$ cat src/rtl/core/pwmf_pkg.sv
// shared types and codes for the pwm audio sample feeder
package pwmf_pkg;

  localparam logic [1:0] CMD_TICK  = 2'd0;
  localparam logic [1:0] CMD_START = 2'd1;
  localparam logic [1:0] CMD_STOP  = 2'd2;
  localparam logic [1:0] CMD_WRITE = 2'd3;

  localparam logic [2:0] REG_PLAY_MODE   = 3'd0;
  localparam logic [2:0] REG_PHASE_STEP  = 3'd1;
  localparam logic [2:0] REG_TONE_LENGTH = 3'd2;
  localparam logic [2:0] REG_DATA_BYTES  = 3'd3;
  localparam logic [2:0] REG_STEREO      = 3'd4;
  localparam logic [2:0] REG_PWM_TOP     = 3'd5;

  localparam logic [15:0] PWM_TOP_RESET = 16'd1023;

  // tone table entries, indexed by a slice of the phase
  localparam int TABLE_DEPTH = 256;

  // where the duty of an item comes from
  typedef enum logic [1:0] {
    SRC_MAP,
    SRC_MID,
    SRC_ZERO,
    SRC_HOLD
  } duty_src_e;

  typedef struct packed {
    logic        play_mode;
    logic [31:0] phase_step;
    logic [31:0] tone_length;
    logic [31:0] data_bytes;
    logic        stereo;
    logic [15:0] pwm_top;
  } cfg_t;

  typedef struct packed {
    duty_src_e   src;
    logic        from_table;
    logic [15:0] sample;
    logic        carrier;
    logic        busy;
    logic        tone_done;
    logic        wave_done;
    logic [31:0] fed;
  } item_t;

endpackage

$ cat src/rtl/core/pwmf_regs.sv
// apb configuration registers
module pwmf_regs import pwmf_pkg::*; (
  input  logic        clk_i,
  input  logic        rst_ni,
  input  logic        psel,
  input  logic        penable,
  input  logic        pwrite,
  input  logic [4:0]  paddr,
  input  logic [31:0] pwdata,
  output logic [31:0] prdata,
  output logic        pready,
  output cfg_t        cfg_o
);

  cfg_t cfg_q, cfg_d;
  logic wr_en;

  assign pready = 1'b1;
  assign wr_en  = psel && penable && pwrite;
  assign cfg_o  = cfg_q;

  always_comb begin
    cfg_d = cfg_q;
    if (wr_en) begin
      unique case (paddr[4:2])
        REG_PLAY_MODE:   cfg_d.play_mode   = pwdata[0];
        REG_PHASE_STEP:  cfg_d.phase_step  = pwdata;
        REG_TONE_LENGTH: cfg_d.tone_length = pwdata;
        REG_DATA_BYTES:  cfg_d.data_bytes  = pwdata;
        REG_STEREO:      cfg_d.stereo      = pwdata[0];
        REG_PWM_TOP:     cfg_d.pwm_top     = pwdata[15:0];
        default: ;
      endcase
    end
  end

  always_comb begin
    unique case (paddr[4:2])
      REG_PLAY_MODE:   prdata = {31'd0, cfg_q.play_mode};
      REG_PHASE_STEP:  prdata = cfg_q.phase_step;
      REG_TONE_LENGTH: prdata = cfg_q.tone_length;
      REG_DATA_BYTES:  prdata = cfg_q.data_bytes;
      REG_STEREO:      prdata = {31'd0, cfg_q.stereo};
      REG_PWM_TOP:     prdata = {16'd0, cfg_q.pwm_top};
      default:         prdata = 32'd0;
    endcase
  end

  always_ff @(posedge clk_i or negedge rst_ni) begin
    if (!rst_ni) begin
      cfg_q.play_mode   <= 1'b0;
      cfg_q.phase_step  <= 32'd0;
      cfg_q.tone_length <= 32'd1;
      cfg_q.data_bytes  <= 32'd0;
      cfg_q.stereo      <= 1'b0;
      cfg_q.pwm_top     <= PWM_TOP_RESET;
    end else begin
      cfg_q <= cfg_d;
    end
  end

endmodule

$ cat config.mk
export PLATFORM = sky130hd
export DESIGN_NAME = pwmf_regs
export DESIGN_NICKNAME = d
export VERILOG_FILES = /design/src/rtl/core/pwmf_pkg.sv /design/src/rtl/core/pwmf_regs.sv
export SDC_FILE = /design/constraint.sdc
export NUM_CORES = 1
export LEC_CHECK = 0
export ABC_CLOCK_PERIOD_IN_PS = 1150
export BUFFER_PORTS_ARGS = -buffer_cell sky130_fd_sc_hd__buf_4
export CORE_UTILIZATION = 35
export CTS_BUF_LIST = sky130_fd_sc_hd__clkbuf_4
export DETAILED_ROUTE_END_ITERATION = 8
export PLACE_DENSITY = 0.69
export SYNTH_ARGS = -nofsm -noshare
export SYNTH_HDL_FRONTEND = slang
export SYNTH_SLANG_ARGS = --single-unit
$ cat constraint.sdc
create_clock -name clk_i -period 1.15 [get_ports clk_i]
set_input_delay 0.115 -clock clk_i [delete_from_list [all_inputs] [get_ports clk_i]]
set_output_delay 0.115 -clock clk_i [all_outputs]
set_load 0.005 [all_outputs]
==> results of run 1 <==
-- cells in the mapped netlist (all sizes together) --
master and n:
nand3 17, o221ai 1, a22oi 16, nand3b 2, conb 1, clkbuf 6
nor4b 1, o21a 1, dfstp 11, nand2 16, nor4 1, and2b 1
mux2i 17, o211ai 15, nand2b 2, dfrtp 103, nor3 1, buf 23
mux2 130, nor3b 3, nor2 17, nor2b 1
-- power breakdown --
part / leakage (nW) / switching, mW / internal (mW) / total (mW)
Sequential: 1.43 / 0.775 / 4.85 / 5.62
Clock: 0.166 / 1.58 / 1.77 / 3.35
Combinational: 2.92 / 1.72 / 3.86 / 5.58
-- what timing repair did --
item | 4_1_cts | 5_1_grt
endpoints found under the setup margin | 146 | 146
buffers inserted | 59 | 44
endpoints found under the hold margin | 228 | 0
gates resized for setup | 168 | 56
pin swaps | 17 | 4
hold buffers | 34 | 0
-- how the worst max path moves through the flow --
stage	startpoint	endpoint	slack [ns]	cells past startpoint
floorplan	paddr[2]	cfg_o[100]	-0.22	6
global placement	paddr[3]	cfg_o[97]	-0.28	5
detailed placement	paddr[3]	cfg_o[97]	-0.29	5
CTS	cfg_o[65]	prdata[16]	-0.56	4
global route	cfg_o[72]	prdata[23]	-0.65	4
finish	cfg_o[72]	prdata[23]	-0.57	4
-- per-stage QoR --
step / hold slack, ns / TNS [ns] / utilization, % / instance area [µm²]
2_1_floorplan: -0.181 / -14.71 / - / 5550
3_3_place_gp: -0.0207 / -31.93 / 50.7 / 7390
3_5_place_dp: -0.0211 / -33.35 / 50.7 / 7390
4_1_cts: 0.0595 / -33.99 / 62.6 / 9130
5_1_grt: 0.0582 / -41.58 / 64.9 / 9470
6_report: 0.0900 / -30.52 / 64.9 / 9470
-- area by class of cell --
class                   count  area [µm²]
multi-input cells         243        2600
diodes                      1        2.50
repair buffers            344        3460
well taps                 184         230
flip-flops and latches    114        2870
clock inverters            11         163
clock buffers              20         150
fillers                  1024        5120
-- logic make-up after synthesis --
logic type,count (synthesis),synth area share (%)
DFF,114,54.5
and+or+nand+nor,62,6.40
AOI/OAI and AO/OA,33,4.73
muxes,147,31.1
other,1,0.0713
buffers and inverters,29,3.28
-- per-layer routing --
layer | track usage (%) | vias up | routed length, µm
met3 | 5.93 | 48 | 769
met1 | 27.3 | 2427 | 7370
met2 | 39.9 | 166 | 9380
met5 | 0 | - | 0
met4 | 12.0 | 0 | 632
li1 | - | 2070 | -
-- cells in the final DEF (no fill, tap or decap), types with 11 or more instances in the layout --
cell | Yosys | routed
buf_6 | 3 | 175
buf_4 | 8 | 124
dfrtp_1 | 103 | 103
mux2_2 | 117 | 62
mux2_4 | 0 | 61
dlygate4sd3_1 | 0 | 34
clkbuf_4 | 0 | 20
mux2i_1 | 17 | 17
nand2_1 | 16 | 16
nor2_1 | 16 | 15
o211ai_1 | 15 | 15
a22oi_2 | 0 | 13
dfstp_2 | 11 | 11
buf_12 | 0 | 11
-- worst max-delay path, stage by stage (launching register included) --
cell,delay [ns]
dfrtp_1,0.41
mux2_2,0.27
a22oi_1,0.16
nor2_1,0.08
buf_4,0.14
==> results.py, run 1 <==
metrics = {
    "placement": {
        "dp.final_hpwl_um": 10800,
        "placed_cells": 769,
        "place.gp.congestion": 0.777,
        "numPortBuffers": 185,
        "pre_cts_ws_ns": -0.290,
    },
    "grt": {
        "track_usage_pct": 23.5,
        "grt_max_degree": 61,
        "grt_pass1_vias": 5058,
        "grt_pass1_wl_um": 28100,
        "antenna_found_initial": 1,
        "gr-total-overflow": 0,
    },
    "cells_and_area": {
        "area_growth_pct": 80.0,
        "final_nets": 762,
        "drive_gt1_share_pct": 68.9,
        "largest_reg_flops": 114,
        "final_cells": 917,
    },
    "logic_synthesis": {
        "synth_area_mm2": 0.00526,
        "synthCells": 386,
        "syn_area_per_cell_um2": 13.6,
        "ys_warn_count": 0,
        "ys_ff_latch": 114,
        "yosysSeqAreaShare_pct": 54.5,
        "synthTopCellsByArea": "dfrtp_1 49%, mux2_2 25%, dfstp_2 5.5%",
        "synth_cell_types": 30,
        "synth_top_area_share_pct": 49.0,
        "synth_fp_nets": 428,
        "synth_area_leader_cell": "dfrtp_1",
    },
    "floorplanning": {
        "core_area_mm2": 0.0146,
        "die_x_um": 125,
        "die_y_um": 125,
        "initial_core_util_pct": 36.1,
        "die-area_mm2": 0.0155,
        "pin_count": 189,
        "placementRows": 44,
    },
    "status": {
        "status": "finished, violations left",
        "failed_checks": "negative setup slack",
    },
    "sta": {
        "setup_ws_ns": -0.571,
        "slew_violations": 0,
        "post-route-period-util_pct": 150,
        "finalHoldViolCount": 0,
        "finalSetupViolations": 147,
        "rsz0062_at_grt": "true",
        "min_period_ns": 1.72,
        "finClkSkew_ns": 0,
        "clock.fmax_mhz": 581,
    },
    "routing": {
        "wl_um": 18100,
        "ant_nets": 0,
        "drc_errors": 0,
        "wl_per_cell_um": 19.8,
        "dr.pass1.iters": 5,
        "vias_per_cell": 5.14,
        "drtIter0Drc": 187,
        "num_vias": 4711,
    },
    "setup_path": {
        "r2r_setup_slack_ns": -0.01,
        "critPathKind": "reg -> out",
        "reg2reg_from": "cfg_o[31]",
        "cp.required_ns": 1.03,
        "startpoint_type": "register",
        "r2r-end": "cfg_o[31]",
        "rr_worst_depth": 4,
        "endpoint_kind": "output port",
        "worst_ep_arrival_time_ns": 1.61,
        "worstPathMaxFanout": 2,
    },
    "job": {
        "maxCapViolCount": 0,
    },
    "clocking": {
        "cts_root_buffer": "clkbuf_4",
        "clk_pin_slew_ns": 0.11,
        "insertion_delay_ns": 0.55,
        "cts.sinks": 114,
        "clockBufferDepth": 2,
        "htreeDepth": 4,
        "cts_inserted_buffers": 17,
        "cts_tree": "built",
    },
    "power_and_ir_drop": {
        "ir_drop_uv": 888,
        "power_leakage_nw": 4.51,
        "powerDensity_mw_per_mm2": 1540,
        "total_power_mw": 14.5,
    },
    "worst_hold_path": {
        "min_path_type": "in -> async",
    },
}
Note: power is estimated with default switching activity, not from simulation.
==> run 2, diff against run 1 <==
Settings changed: CELL_PAD_IN_SITES_DETAIL_PLACEMENT set to 1, CELL_PAD_IN_SITES_GLOBAL_PLACEMENT set to 2, CORE_UTILIZATION 35 to 30, GPL_TIMING_DRIVEN set to 1, PLACE_DENSITY 0.69 to 0.85.
==> run 2 against run 1 <==
Against the previous run: the flow still finishes with violations (negative setup slack); final cell count is 6.7% higher; combinational power is 6.5% higher; worst setup slack worse by 0.065 ns; die area is 16% higher; global-route usage is 0.61 points higher; sequential cell count stayed put; non-clock buffer count is 21 higher; total power is 1.6% higher; first-iteration DRC count is 19% lower; wire length is 25% higher; critical path type unchanged.
==> results.py, run 2 (synthesis gave the netlist of run 1 again) <==
metrics = {
    "status": {
        "status": "finished, violations left",
        "failed_checks": "negative setup slack",
    },
    "power_and_ir_drop": {
        "swShare_pct": 29.6,
        "p_switching_mw": 4.37,
        "pwr-share-clk_pct": 21.2,
        "power_leakage_nw": 4.60,
        "powerDensity_mw_per_mm2": 1530,
        "p_seq_share_pct": 38.6,
        "p_comb_share_pct": 40.2,
        "ir_drop_uv": 620,
        "internal-power_mw": 10.4,
    },
    "job": {
        "maxCapViolCount": 0,
    },
    "setup_path": {
        "rr_worst_depth": 4,
        "cp.depth": 4,
        "endpoint_kind": "output port",
        "startpoint_type": "register",
        "cp_slowest_cell": "dfrtp_1",
        "max_stage_delay_ns": 0.44,
        "worst_ep_arrival_time_ns": 1.67,
        "worst_path_dominant_cell_family": "flip-flops",
        "worstPathMaxFanout": 2,
        "cp.buffers_inverters": 1,
        "critPathKind": "reg -> out",
        "cp_cell_sequence": "mux2_2 -> a22oi_1 -> nor2_1 -> buf_4",
        "cp.required_ns": 1.03,
    },
    "clocking": {
        "clockBufferDepth": 2,
        "clk_pin_slew_ns": 0.12,
        "cts_root_buffer": "clkbuf_4",
        "htreeDepth": 4,
        "insertion_delay_ns": 0.52,
        "cts.sinks": 114,
        "cts_tree": "built",
        "cts_inserted_buffers": 17,
    },
    "cells_and_area": {
        "largest_reg_flops": 114,
        "multi_input_area_mm2": 0.00258,
        "final_cells": 978,
        "post-route-util_pct": 56.2,
        "final_cell_mix": "188 x buf_6, 131 x buf_4, 101 x dfrtp_1, 68 x mux2_2, 55 x mux2_4",
        "n_fill_cell": 1721,
        "layout_commonest_cell": "buf_6",
        "regArea_mm2": 0.00287,
        "final_nets": 783,
        "drive_gt1_share_pct": 69.8,
        "area_growth_pct": 84.1,
    },
    "floorplanning": {
        "placementRows": 48,
        "initial_core_util_pct": 30.5,
        "die-area_mm2": 0.0181,
        "core_area_mm2": 0.0172,
        "die_y_um": 134,
        "pin_count": 189,
        "die_x_um": 134,
    },
    "grt": {
        "gr-total-overflow": 0,
        "grt_max_degree": 40,
        "track_usage_pct": 24.1,
        "grt_pass1_wl_um": 32200,
        "antenna_found_initial": 1,
        "grt_pass1_vias": 5469,
    },
    "routing": {
        "drtIter0Drc": 151,
        "dr.pass1.iters": 5,
        "vias_per_cell": 4.97,
        "wl_per_cell_um": 23.3,
        "drc_errors": 0,
        "wl_um": 22800,
        "num_vias": 4861,
        "ant_nets": 0,
    },
    "sta": {
        "rsz0062_at_grt": "true",
        "finalSetupViolations": 147,
        "setup_ws_ns": -0.636,
        "post-route-period-util_pct": 155,
        "slew_violations": 0,
        "min_period_ns": 1.79,
        "clock.fmax_mhz": 560,
        "finClkSkew_ns": 0,
        "finalHoldViolCount": 0,
    },
    "placement": {
        "place.gp.congestion": 0.746,
        "numPortBuffers": 185,
        "dp.final_hpwl_um": 12700,
        "pre_cts_ws_ns": -0.334,
        "placed_cells": 824,
    },
    "worst_hold_path": {
        "min_path_type": "in -> reg",
        "hold_depth": 4,
    },
}
==> run 2: power groups by stage <==
stage	registers, mW	clock network [mW]	logic, mW
2_1_floorplan	5.51	0	1.40
3_3_place_gp	5.57	0	3.57
3_5_place_dp	5.63	0	3.69
4_1_cts	5.63	3.17	5.17
5_1_grt	5.77	3.36	6.27
6_report	5.71	3.13	5.94
==> run 2: stage by stage <==
stage	cell area, µm²	TNS (ns)	hold WS [ns]	power [mW]
2_1_floorplan	5550	-14.71	-0.181	6.91
3_3_place_gp	7570	-33.24	-0.00297	9.14
3_5_place_dp	7570	-38.49	0.000663	9.32
4_1_cts	9240	-32.10	0.0873	14.0
5_1_grt	9690	-39.95	0.173	15.4
6_report	9690	-28.72	0.201	14.8
==> run 2: layer usage <==
metal  vias up  share of wire, %  GRT usage, %
met4         0               3.8          12.2
li1       2107                 -             -
met2       176                55          44.3
met5         -                 0             0
met1      2525                38          26.2
met3        53               3.3          4.76
==> run 2: path summary, 6_finish.rpt <==
check	from	to	slack (ns)
hold / removal	paddr[2]	cfg_o[49]	0.20
hold reg to reg	cfg_o[113]	cfg_o[113]	0.56
min in group asynchronous	rst_ni	cfg_o[43]	0.55
setup reg to reg	cfg_o[70]	cfg_o[70]	0
max in group asynchronous	rst_ni	cfg_o[7]	0.02
setup / recovery	cfg_o[44]	prdata[27]	-0.64
==> run 2: final cells by class <==
cell class	instances	area share (%)
Tap cell	225	2.91
Clock inverter	9	1.19
Clock buffer	21	1.63
Antenna cell	1	0.0258
Sequential cell	114	29.6
Timing Repair Buffer	365	38.0
Multi-Input combinational cell	243	26.7
==> run 2: what timing repair did <==
action | in CTS | in global routing
hold endpoints to repair | 228 | 12
pin swaps | 14 | 3
setup buffers | 54 | 67
hold buffers | 34 | 1
setup endpoints to repair | 146 | 158
resized for setup | 178 | 63
==> run 2: worst min-delay path: cells and delay by family <==
family                 cells  cell delay (ns)
buffers and inverters      2             0.31
multiplexers               1             0.22
AND/OR/NAND/NOR            1             0.06
