==> config.mk <==
export PLATFORM = sky130hd
export DESIGN_NAME = pwmf_duty
export DESIGN_NICKNAME = d
export VERILOG_FILES = /design/src/rtl/core/pwmf_pkg.sv /design/src/rtl/core/pwmf_duty.sv
export SDC_FILE = /design/constraint.sdc
export NUM_CORES = 1
export LEC_CHECK = 0
export BUFFER_PORTS_ARGS = -buffer_cell sky130_fd_sc_hd__buf_2
export CAP_MARGIN = 10
export CORE_MARGIN = 5
export CORE_UTILIZATION = 40
export CTS_CLUSTER_SIZE = 10
export DETAILED_ROUTE_END_ITERATION = 7
export SETUP_SLACK_MARGIN = 0.5
export SLEW_MARGIN = 25
export SYNTH_ARGS = -nofsm -noshare
export SYNTH_HDL_FRONTEND = slang
export SYNTH_SLANG_ARGS = --single-unit
export TNS_END_PERCENT = 30
==> constraint.sdc <==
create_clock -name clk_i -period 6.5 [get_ports clk_i]
set_input_delay 1.3 -clock clk_i [delete_from_list [all_inputs] [get_ports clk_i]]
set_output_delay 1.3 -clock clk_i [all_outputs]
set_load 0.03 [all_outputs]
==> src/rtl/core/pwmf_pkg.sv <==
// shared types and codes for the pwm audio sample feeder
package pwmf_pkg;

  localparam logic [1:0] CMD_TICK  = 2'd0;
  localparam logic [1:0] CMD_START = 2'd1;
  localparam logic [1:0] CMD_STOP  = 2'd2;
  localparam logic [1:0] CMD_WRITE = 2'd3;

  localparam logic [2:0] REG_PLAY_MODE   = 3'd0;
  localparam logic [2:0] REG_PHASE_STEP  = 3'd1;
  localparam logic [2:0] REG_TONE_LENGTH = 3'd2;
  localparam logic [2:0] REG_DATA_BYTES  = 3'd3;
  localparam logic [2:0] REG_STEREO      = 3'd4;
  localparam logic [2:0] REG_PWM_TOP     = 3'd5;

  localparam logic [15:0] PWM_TOP_RESET = 16'd1023;

  // tone table entries, indexed by a slice of the phase
  localparam int TABLE_DEPTH = 256;

  // where the duty of an item comes from
  typedef enum logic [1:0] {
    SRC_MAP,
    SRC_MID,
    SRC_ZERO,
    SRC_HOLD
  } duty_src_e;

  typedef struct packed {
    logic        play_mode;
    logic [31:0] phase_step;
    logic [31:0] tone_length;
    logic [31:0] data_bytes;
    logic        stereo;
    logic [15:0] pwm_top;
  } cfg_t;

  typedef struct packed {
    duty_src_e   src;
    logic        from_table;
    logic [15:0] sample;
    logic        carrier;
    logic        busy;
    logic        tone_done;
    logic        wave_done;
    logic [31:0] fed;
  } item_t;

endpackage

==> src/rtl/core/pwmf_duty.sv <==
// sample to duty mapping: multiply stage, divide by 65535 and result register
module pwmf_duty import pwmf_pkg::*; (
  input  logic        clk_i,
  input  logic        rst_ni,
  input  logic [15:0] pwm_top_i,
  input  logic        s1_valid_i,
  output logic        s1_ready_o,
  input  item_t       item_i,
  input  logic [15:0] table_data_i,
  output logic        out_valid_o,
  input  logic        out_ready_i,
  output logic [15:0] duty_o,
  output logic        carrier_active_o,
  output logic        busy_res_o,
  output logic        tone_done_o,
  output logic        wave_done_o,
  output logic [31:0] fed_count_o
);

  logic        s2_valid_q;
  item_t       s2_item_q;
  logic [31:0] prod_q;
  logic        s2_ready;
  logic        out_ready_int;
  logic        out_valid_q;
  logic [15:0] duty_q, duty_d;
  logic        carrier_q, busy_q, tdone_q, wdone_q;
  logic [31:0] fed_q;

  logic [15:0] sample;
  logic [15:0] offset;
  logic [15:0] quo0;
  logic [16:0] rem0;
  logic [16:0] quo1;
  logic [16:0] rem1;
  logic [16:0] quo;
  logic [15:0] mapped;
  logic [16:0] top_p1;
  logic [15:0] mid;

  assign out_ready_int = !out_valid_q || out_ready_i;
  assign s2_ready      = !s2_valid_q || out_ready_int;
  assign s1_ready_o    = s2_ready;

  // offset binary of the signed sample is s + 32768
  assign sample = item_i.from_table ? table_data_i : item_i.sample;
  assign offset = {~sample[15], sample[14:0]};

  always_ff @(posedge clk_i) begin
    if (s1_valid_i && s2_ready) begin
      s2_item_q <= item_i;
      prod_q    <= offset * pwm_top_i;
    end
  end

  // v / 65535: v = q0*65535 + (q0 + lo), then fold the carry and correct once
  assign quo0 = prod_q[31:16];
  assign rem0 = {1'b0, prod_q[15:0]} + {1'b0, quo0};
  assign quo1 = {1'b0, quo0} + {16'd0, rem0[16]};
  assign rem1 = {1'b0, rem0[15:0]} + {16'd0, rem0[16]};
  assign quo  = (rem1 >= 17'd65535) ? quo1 + 17'd1 : quo1;
  assign mapped = (quo > {1'b0, pwm_top_i}) ? pwm_top_i : quo[15:0];

  assign top_p1 = {1'b0, pwm_top_i} + 17'd1;
  assign mid    = top_p1[16:1];

  always_comb begin
    case (s2_item_q.src)
      SRC_MAP:  duty_d = mapped;
      SRC_MID:  duty_d = mid;
      SRC_ZERO: duty_d = 16'd0;
      default:  duty_d = duty_q;
    endcase
  end

  always_ff @(posedge clk_i) begin
    if (s2_valid_q && out_ready_int) begin
      carrier_q <= s2_item_q.carrier;
      busy_q    <= s2_item_q.busy;
      tdone_q   <= s2_item_q.tone_done;
      wdone_q   <= s2_item_q.wave_done;
      fed_q     <= s2_item_q.fed;
    end
  end

  always_ff @(posedge clk_i or negedge rst_ni) begin
    if (!rst_ni) begin
      s2_valid_q  <= 1'b0;
      out_valid_q <= 1'b0;
      duty_q      <= 16'd0;
    end else begin
      if (s2_ready) begin
        s2_valid_q <= s1_valid_i;
      end
      if (out_ready_int) begin
        out_valid_q <= s2_valid_q;
      end
      if (s2_valid_q && out_ready_int) begin
        duty_q <= duty_d;
      end
    end
  end

  assign out_valid_o      = out_valid_q;
  assign duty_o           = duty_q;
  assign carrier_active_o = carrier_q;
  assign busy_res_o       = busy_q;
  assign tone_done_o      = tdone_q;
  assign wave_done_o      = wdone_q;
  assign fed_count_o      = fed_q;

endmodule

==> impl_metrics.env, run 1 <==
export IMPL_status="finished with violations"
export IMPL_violations="setup timing"
export IMPL_diodes=0
export IMPL_die_width_um=204
export IMPL_slew_headroom=0.389
export IMPL_final_layout_size_suffix_gt1_frac=0.329
export IMPL_io_buffers=144
export IMPL_whs_ns=0.415
export IMPL_rsz0062_at_grt="yes"
export IMPL_path_buf_inv=7
export IMPL_wl_per_cell_um=17.5
export IMPL_num_vias=12456
export IMPL_num_fill_cells=3340
export IMPL_crit_required_ns=6.68
export IMPL_synthCells=1555
export IMPL_critPathTopFamily="adder cells"
export IMPL_final_common_cell="buf_4"
export IMPL_avgSynthCellArea_um2=9.68
export IMPL_drtIter0Drc=631
export IMPL_syn_area_um2=15000
export IMPL_yosysSeqAreaShare=0.241
export IMPL_cts_htree_levels=4
export IMPL_viasPerCell=5.07
export IMPL_grt_max_degree=50
export IMPL_pin_count=145
export IMPL_path_common_cell="fa_1"
export IMPL_critPathArrivalTime_ns=7.20
export IMPL_core_area_um2=37400
export IMPL_multi_input_area_um2=11100
export IMPL_gp_congestion=0.908
export IMPL_areaGrowthSynthToFinish_pct=32.8
export IMPL_die_area_um2=41600
export IMPL_cts_root_buffer="clkbuf_16"
export IMPL_mostFrequentLayoutCells="buf_4, inv_1, fa_1"
export IMPL_postLayoutCoreUtil=0.534
export IMPL_first_pass_iters=6
export IMPL_synth_net_count=1985
export IMPL_grt_pass1_wl_um=68300
export IMPL_cts_buffers=17
export IMPL_ys_async_sr_fraction=0.145
export IMPL_crit_path_end_kind="flip-flop"
export IMPL_path_clk_slew_ns=0.06
export IMPL_track_usage=0.207
export IMPL_synthDistinctLibCells=76
export IMPL_worstPathMaxFanout=10
export IMPL_regToRegSetupSlack_ns=0.06
export IMPL_hold_viol_final=0
export IMPL_routed_wl_um=43000
export IMPL_synth_edf_count=106
export IMPL_max_freq_ghz=0.143
export IMPL_rows=71
export IMPL_post_dp_cell_area_um2=18200
export IMPL_clkSinkCount=124
export IMPL_cpMaxStageDelayCell="fa_1"
export IMPL_cts_tree="done"
export IMPL_antenna_left=0
export IMPL_clk_latency_ns=0.42
export IMPL_finalWorstPathRequiredPeriod_ns=7.02
export IMPL_hold_class="flip-flop to flip-flop"
export IMPL_cpPeakStageDelay_ns=0.57
export IMPL_crit_path_start_kind="input port"
export IMPL_antenna_found_initial=0
export IMPL_drc_errors=0
export IMPL_postCtsHoldBufs=0
export IMPL_grt_ovfl_total=0
export IMPL_final_nets=2365
export IMPL_finalMaxSlewViolations=0
export IMPL_finalWorstSetupSlack_ns=-0.517
export IMPL_finalSetupViolCount=14
export IMPL_skew_ns=0.0140
export IMPL_yosysWarnings=0
export IMPL_fin_area_um2=20000
export IMPL_cts_buffer_depth=2
export IMPL_crit_type="input port to flip-flop"
export IMPL_tightest_slew_ns=0.915
export IMPL_synth_seq_cells=124
export IMPL_cap_violations=0
export IMPL_die_height_um=204
export IMPL_synth_ff_type="edfxtp_1"
export IMPL_dpl_hpwl_um=35100
export IMPL_regArea_um2=3630
export IMPL_min_period_over_period=1.08
export IMPL_grt_pass1_vias=12899
export IMPL_initial_core_util=0.402
## metal layers
| metal | routed length [µm] | vias to the layer above | GRT usage |
|---|---|---|---|
| li1 | - | 5827 | - |
| met1 | 17900 | 6122 | 0.272 |
| met2 | 21100 | 417 | 0.352 |
| met3 | 2400 | 90 | 0.0252 |
| met4 | 1540 | 0 | 0.0816 |
| met5 | 0 | - | 0 |
## final timing paths
path                             endpoint  cells past startpoint          from
setup / recovery               prod_q[30]                     26    item_i[52]
hold / removal             fed_count_o[7]                      0  s2_item_q[7]
setup reg to reg                duty_o[4]                     37    prod_q[16]
hold reg to reg            fed_count_o[7]                      0  s2_item_q[7]
max in group asynchronous       duty_o[1]                      1        rst_ni
min in group asynchronous       duty_o[5]                      1        rst_ni
## metrics by stage
step | setup slack (ns) | cells | setup TNS, ns
global route | -0.757 | 2459 | -8.27
finish | -0.517 | 2459 | -4.54
CTS | -0.493 | 2444 | -4.12
floorplan | -0.809 | 1555 | -6.93
detailed placement | -1.10 | 2379 | -20.00
global placement | -0.942 | 2379 | -18.85
## flip-flops by register name, indices dropped and copies added (netlist names)
register          count
duty_o               16
wave_done_o           1
prod_q               32
carrier_active_o      1
s2_item_q            38
fed_count_o          32
out_valid_o           1
tone_done_o           1
s2_valid_q            1
busy_res_o            1
## synthesized netlist by cell type, types with 6 or more instances
| cell | n | share of area |
|---|---|---|
| inv_1 | 250 | 0.062 |
| nand2_1 | 205 | 0.051 |
| fa_1 | 195 | 0.26 |
| ha_1 | 144 | 0.12 |
| edfxtp_1 | 106 | 0.21 |
| nor2_1 | 85 | 0.021 |
| and2_1 | 73 | 0.030 |
| clkbuf_1 | 57 | 0.014 |
| xnor2_1 | 54 | 0.031 |
| a21oi_1 | 51 | 0.017 |
| nand3_1 | 28 | 0.0093 |
| o21ai_0 | 28 | 0.0093 |
| xor2_1 | 24 | 0.014 |
| nor3_1 | 21 | 0.0070 |
| a21o_1 | 19 | 0.0095 |
| dfrtp_1 | 18 | 0.030 |
| nand4_1 | 17 | 0.0071 |
| mux2_2 | 15 | 0.011 |
| nand2b_1 | 12 | 0.0050 |
| o21ai_1 | 11 | 0.0037 |
| nor2b_1 | 10 | 0.0042 |
| nor3b_1 | 10 | 0.0050 |
| buf_2 | 8 | 0.0027 |
| and3_1 | 6 | 0.0025 |
| o211ai_1 | 6 | 0.0030 |
| o21a_1 | 6 | 0.0030 |
## kinds of logic after synthesis
logic type               Yosys count  synth area share
AND/OR/NAND/NOR                  497             0.161
flip-flops                       124             0.241
AO/OA/AOI/OAI                    176            0.0768
multiplexers                      21            0.0155
adder cells (fa/ha/maj)          339             0.379
buffers and inverters            320            0.0811
XOR/XNOR                          78            0.0454
## final cells by class
type	count	area share
sequential	124	0.182
clock inverter	14	0.00563
timing repair buffer	426	0.155
tap	511	0.0320
multi-input combinational	1114	0.557
clock buffer	18	0.0215
inverter	252	0.0476
## timing repair
item | CTS | global route
setup endpoints to repair | 37 | 37
gates resized for setup | 130 | 67
pin swaps | 87 | 67
gates cloned | 5 | 1
setup buffers | 28 | 14
Power of run 1 is left out: the tool's default activity adds up to more than one toggle a clock period on the data nets, which glitch-free logic cannot reach.
==> run 2: changes to the inputs <==
Settings changed: ABC_AREA set to 1, CORE_UTILIZATION 40 to 50, GPL_ROUTABILITY_DRIVEN set to 0, PLACE_DENSITY set to 0.72.
==> impl_metrics.env, run 2 <==
export IMPL_status="finished with violations"
export IMPL_violations="DRC"
export IMPL_io_buffers=144
export IMPL_cts_root_buffer="clkbuf_16"
export IMPL_worstReg2RegEnd="duty_o[2]"
export IMPL_antenna_left=0
export IMPL_cpMaxStageDelayCell="fa_2"
export IMPL_final_cells=2515
export IMPL_syn_area_um2=15300
export IMPL_postCtsHoldBufs=0
export IMPL_cts_tree="done"
export IMPL_clkSinkCount=124
export IMPL_crit_type="input port to flip-flop"
export IMPL_finalSetupViolCount=0
export IMPL_fin_area_um2=19400
export IMPL_synthDistinctLibCells=47
export IMPL_ys_top_cells_by_count="nand2_1, inv_1, fa_1"
export IMPL_holdPathEnd="fed_count_o[20]"
export IMPL_avgSynthCellArea_um2=8.55
export IMPL_cts_buffers=17
export IMPL_yosys_area_top_type_share=0.255
export IMPL_muxShareOfSynthArea=0
export IMPL_worstPathMaxFanout=16
export IMPL_grt_max_degree=40
export IMPL_synth_seq_cells=124
export IMPL_synth_ff_type="edfxtp_1"
export IMPL_path_buf_inv=9
export IMPL_placed_cells=2441
export IMPL_synth_simple_gate_area_frac=0.199
export IMPL_synth_xor_area_share=0.0285
export IMPL_slew_headroom=0.570
export IMPL_path_clk_slew_ns=0.06
export IMPL_crit_required_ns=6.66
export IMPL_yosys_top_cells_area="fa_1, edfxtp_1, ha_1"
export IMPL_clk_latency_ns=0.42
export IMPL_yosysWarnings=0
export IMPL_grt_pass1_vias=13939
export IMPL_min_period_over_period=0.999
export IMPL_viasPerCell=5.35
export IMPL_final_nets=2536
export IMPL_rr_worst_depth=38
export IMPL_die_area_um2=34200
export IMPL_die_width_um=185
export IMPL_pre_cts_ws_ns=-0.785
export IMPL_cap_violations=0
export IMPL_synth_most_common_cell="nand2_1"
export IMPL_die_height_um=185
export IMPL_ys_async_sr_fraction=0.145
export IMPL_crit_path_end_kind="flip-flop"
export IMPL_regToRegSetupSlack_ns=0.45
export IMPL_cts_htree_levels=4
export IMPL_crit_path_start_kind="input port"
export IMPL_synth_net_count=2217
export IMPL_cts_buffer_depth=2
export IMPL_holdPathStages=0
export IMPL_grt_pass1_wl_um=69300
export IMPL_rsz0062_at_grt="yes"
export IMPL_wl_per_cell_um=18.0
export IMPL_critPathTopFamily="adder cells"
export IMPL_diodes=0
export IMPL_tightest_slew_ns=0.645
export IMPL_synth_largest_area_cell="fa_1"
export IMPL_pin_count=145
export IMPL_hold_viol_final=0
export IMPL_post_dp_cell_area_um2=17800
export IMPL_synth_fa_ha_area_frac=0.373
export IMPL_regMostFlops="s2_item_q"
export IMPL_finalMaxSlewViolations=0
export IMPL_core_area_um2=30300
export IMPL_synth_compound_area_frac=0.0555
export IMPL_num_vias=13454
export IMPL_drtIter0Drc=1276
export IMPL_finalSetupTns_ns=0
export IMPL_track_usage=0.258
export IMPL_hold_class="flip-flop to flip-flop"
export IMPL_first_pass_iters=8
export IMPL_dpl_hpwl_um=35700
export IMPL_cpPeakStageDelay_ns=0.55
export IMPL_rows=64
export IMPL_yosysSeqAreaShare=0.238
export IMPL_drc_errors=2
export IMPL_areaGrowthSynthToFinish_pct=26.9
export IMPL_r2r_start="prod_q[16]"
export IMPL_antenna_found_initial=0
export IMPL_max_freq_ghz=0.154
export IMPL_hp_start="s2_item_q[20]"
export IMPL_synthCells=1787
export IMPL_final_layout_size_suffix_gt1_frac=0.291
export IMPL_skew_ns=0.00971
export IMPL_synth_top_family_by_area="adder cells"
export IMPL_largest_reg_flops=38
export IMPL_synth_edf_count=106
export IMPL_mostFrequentLayoutCells="nand2_1, inv_1, fa_1"
export IMPL_final_common_cell="nand2_1"
export IMPL_initial_core_util=0.504
export IMPL_finalWorstSetupSlack_ns=0.00836
export IMPL_grt_ovfl_total=0
export IMPL_routed_wl_um=45300
export IMPL_critPathArrivalTime_ns=6.66
export IMPL_finalWorstPathRequiredPeriod_ns=6.49
run 2: changes by cell type after synthesis, moves of 15 or more:
cell | previous run | this run
a21o_1 | 19 | 3
a21oi_1 | 51 | 68
and2_1 | 73 | 0
clkbuf_1 | 57 | 41
inv_1 | 250 | 352
mux2_2 | 15 | 0
nand2_1 | 205 | 396
nand3_1 | 28 | 58
nor2_1 | 85 | 163
or2_2 | 2 | 42
xnor2_1 | 54 | 14
run 2: logic make-up after synthesis:
kind of cell             Yosys count
AO/OA/AOI/OAI                    146
XOR/XNOR                          48
adder cells (fa/ha/maj)          339
buffers and inverters            416
flip-flops                       124
AND/OR/NAND/NOR                  714
run 2: cell type report:
class                           count  area, µm²
Clock buffer                       17        425
Clock inverter                     15        171
Fill cell                        2359      11000
Inverter                          366       1420
Multi-Input combinational cell   1248      10800
Sequential cell                   124       3630
Tap cell                          396        495
Timing Repair Buffer              348       2420
Timing Repair inverter              1       7.51
run 2: how the worst max path moves through the flow:
stage	startpoint	endpoint	cells past startpoint
after global routing	item_i[52]	prod_q[30]	27
after detailed placement	item_i[52]	prod_q[30]	24
after CTS	item_i[52]	prod_q[30]	24
after floorplan	item_i[52]	prod_q[30]	27
final	item_i[52]	prod_q[30]	27
after global placement	item_i[52]	prod_q[30]	25
run 2: through the flow:
step,utilization,hold WS [ns]
global placement,0.587,0.401
global route,0.639,0.423
detailed placement,0.587,0.405
floorplan,-,0.400
CTS,0.615,0.417
finish,0.639,0.418
run 2: worst reg2reg max path, delay by kind of cell (launching register included):
kind,cells,cell delay (ns)
adders and majority gates,5,1.32
buffers and inverters,6,0.57
xor gates and xnor gates,2,0.40
DFF,1,0.40
and+or+nand+nor,17,2.03
AOI/OAI and AO/OA,8,1.26
run 2: routing by layer:
metal | share of wire | GRT usage | routed length, µm
met3 | 0.085 | 0.0410 | 3830
met1 | 0.37 | 0.320 | 16900
met2 | 0.49 | 0.447 | 22000
met4 | 0.057 | 0.110 | 2600
met5 | 0 | 0 | 0
run 2: what timing repair did:
item,CTS,global route
endpoints found under the hold margin,0,0
setup buffers,7,31
pin swaps,30,75
cloned,2,2
gates resized for setup,40,126
endpoints found under the setup margin,35,35
Power of run 2 is left out for the same reason.
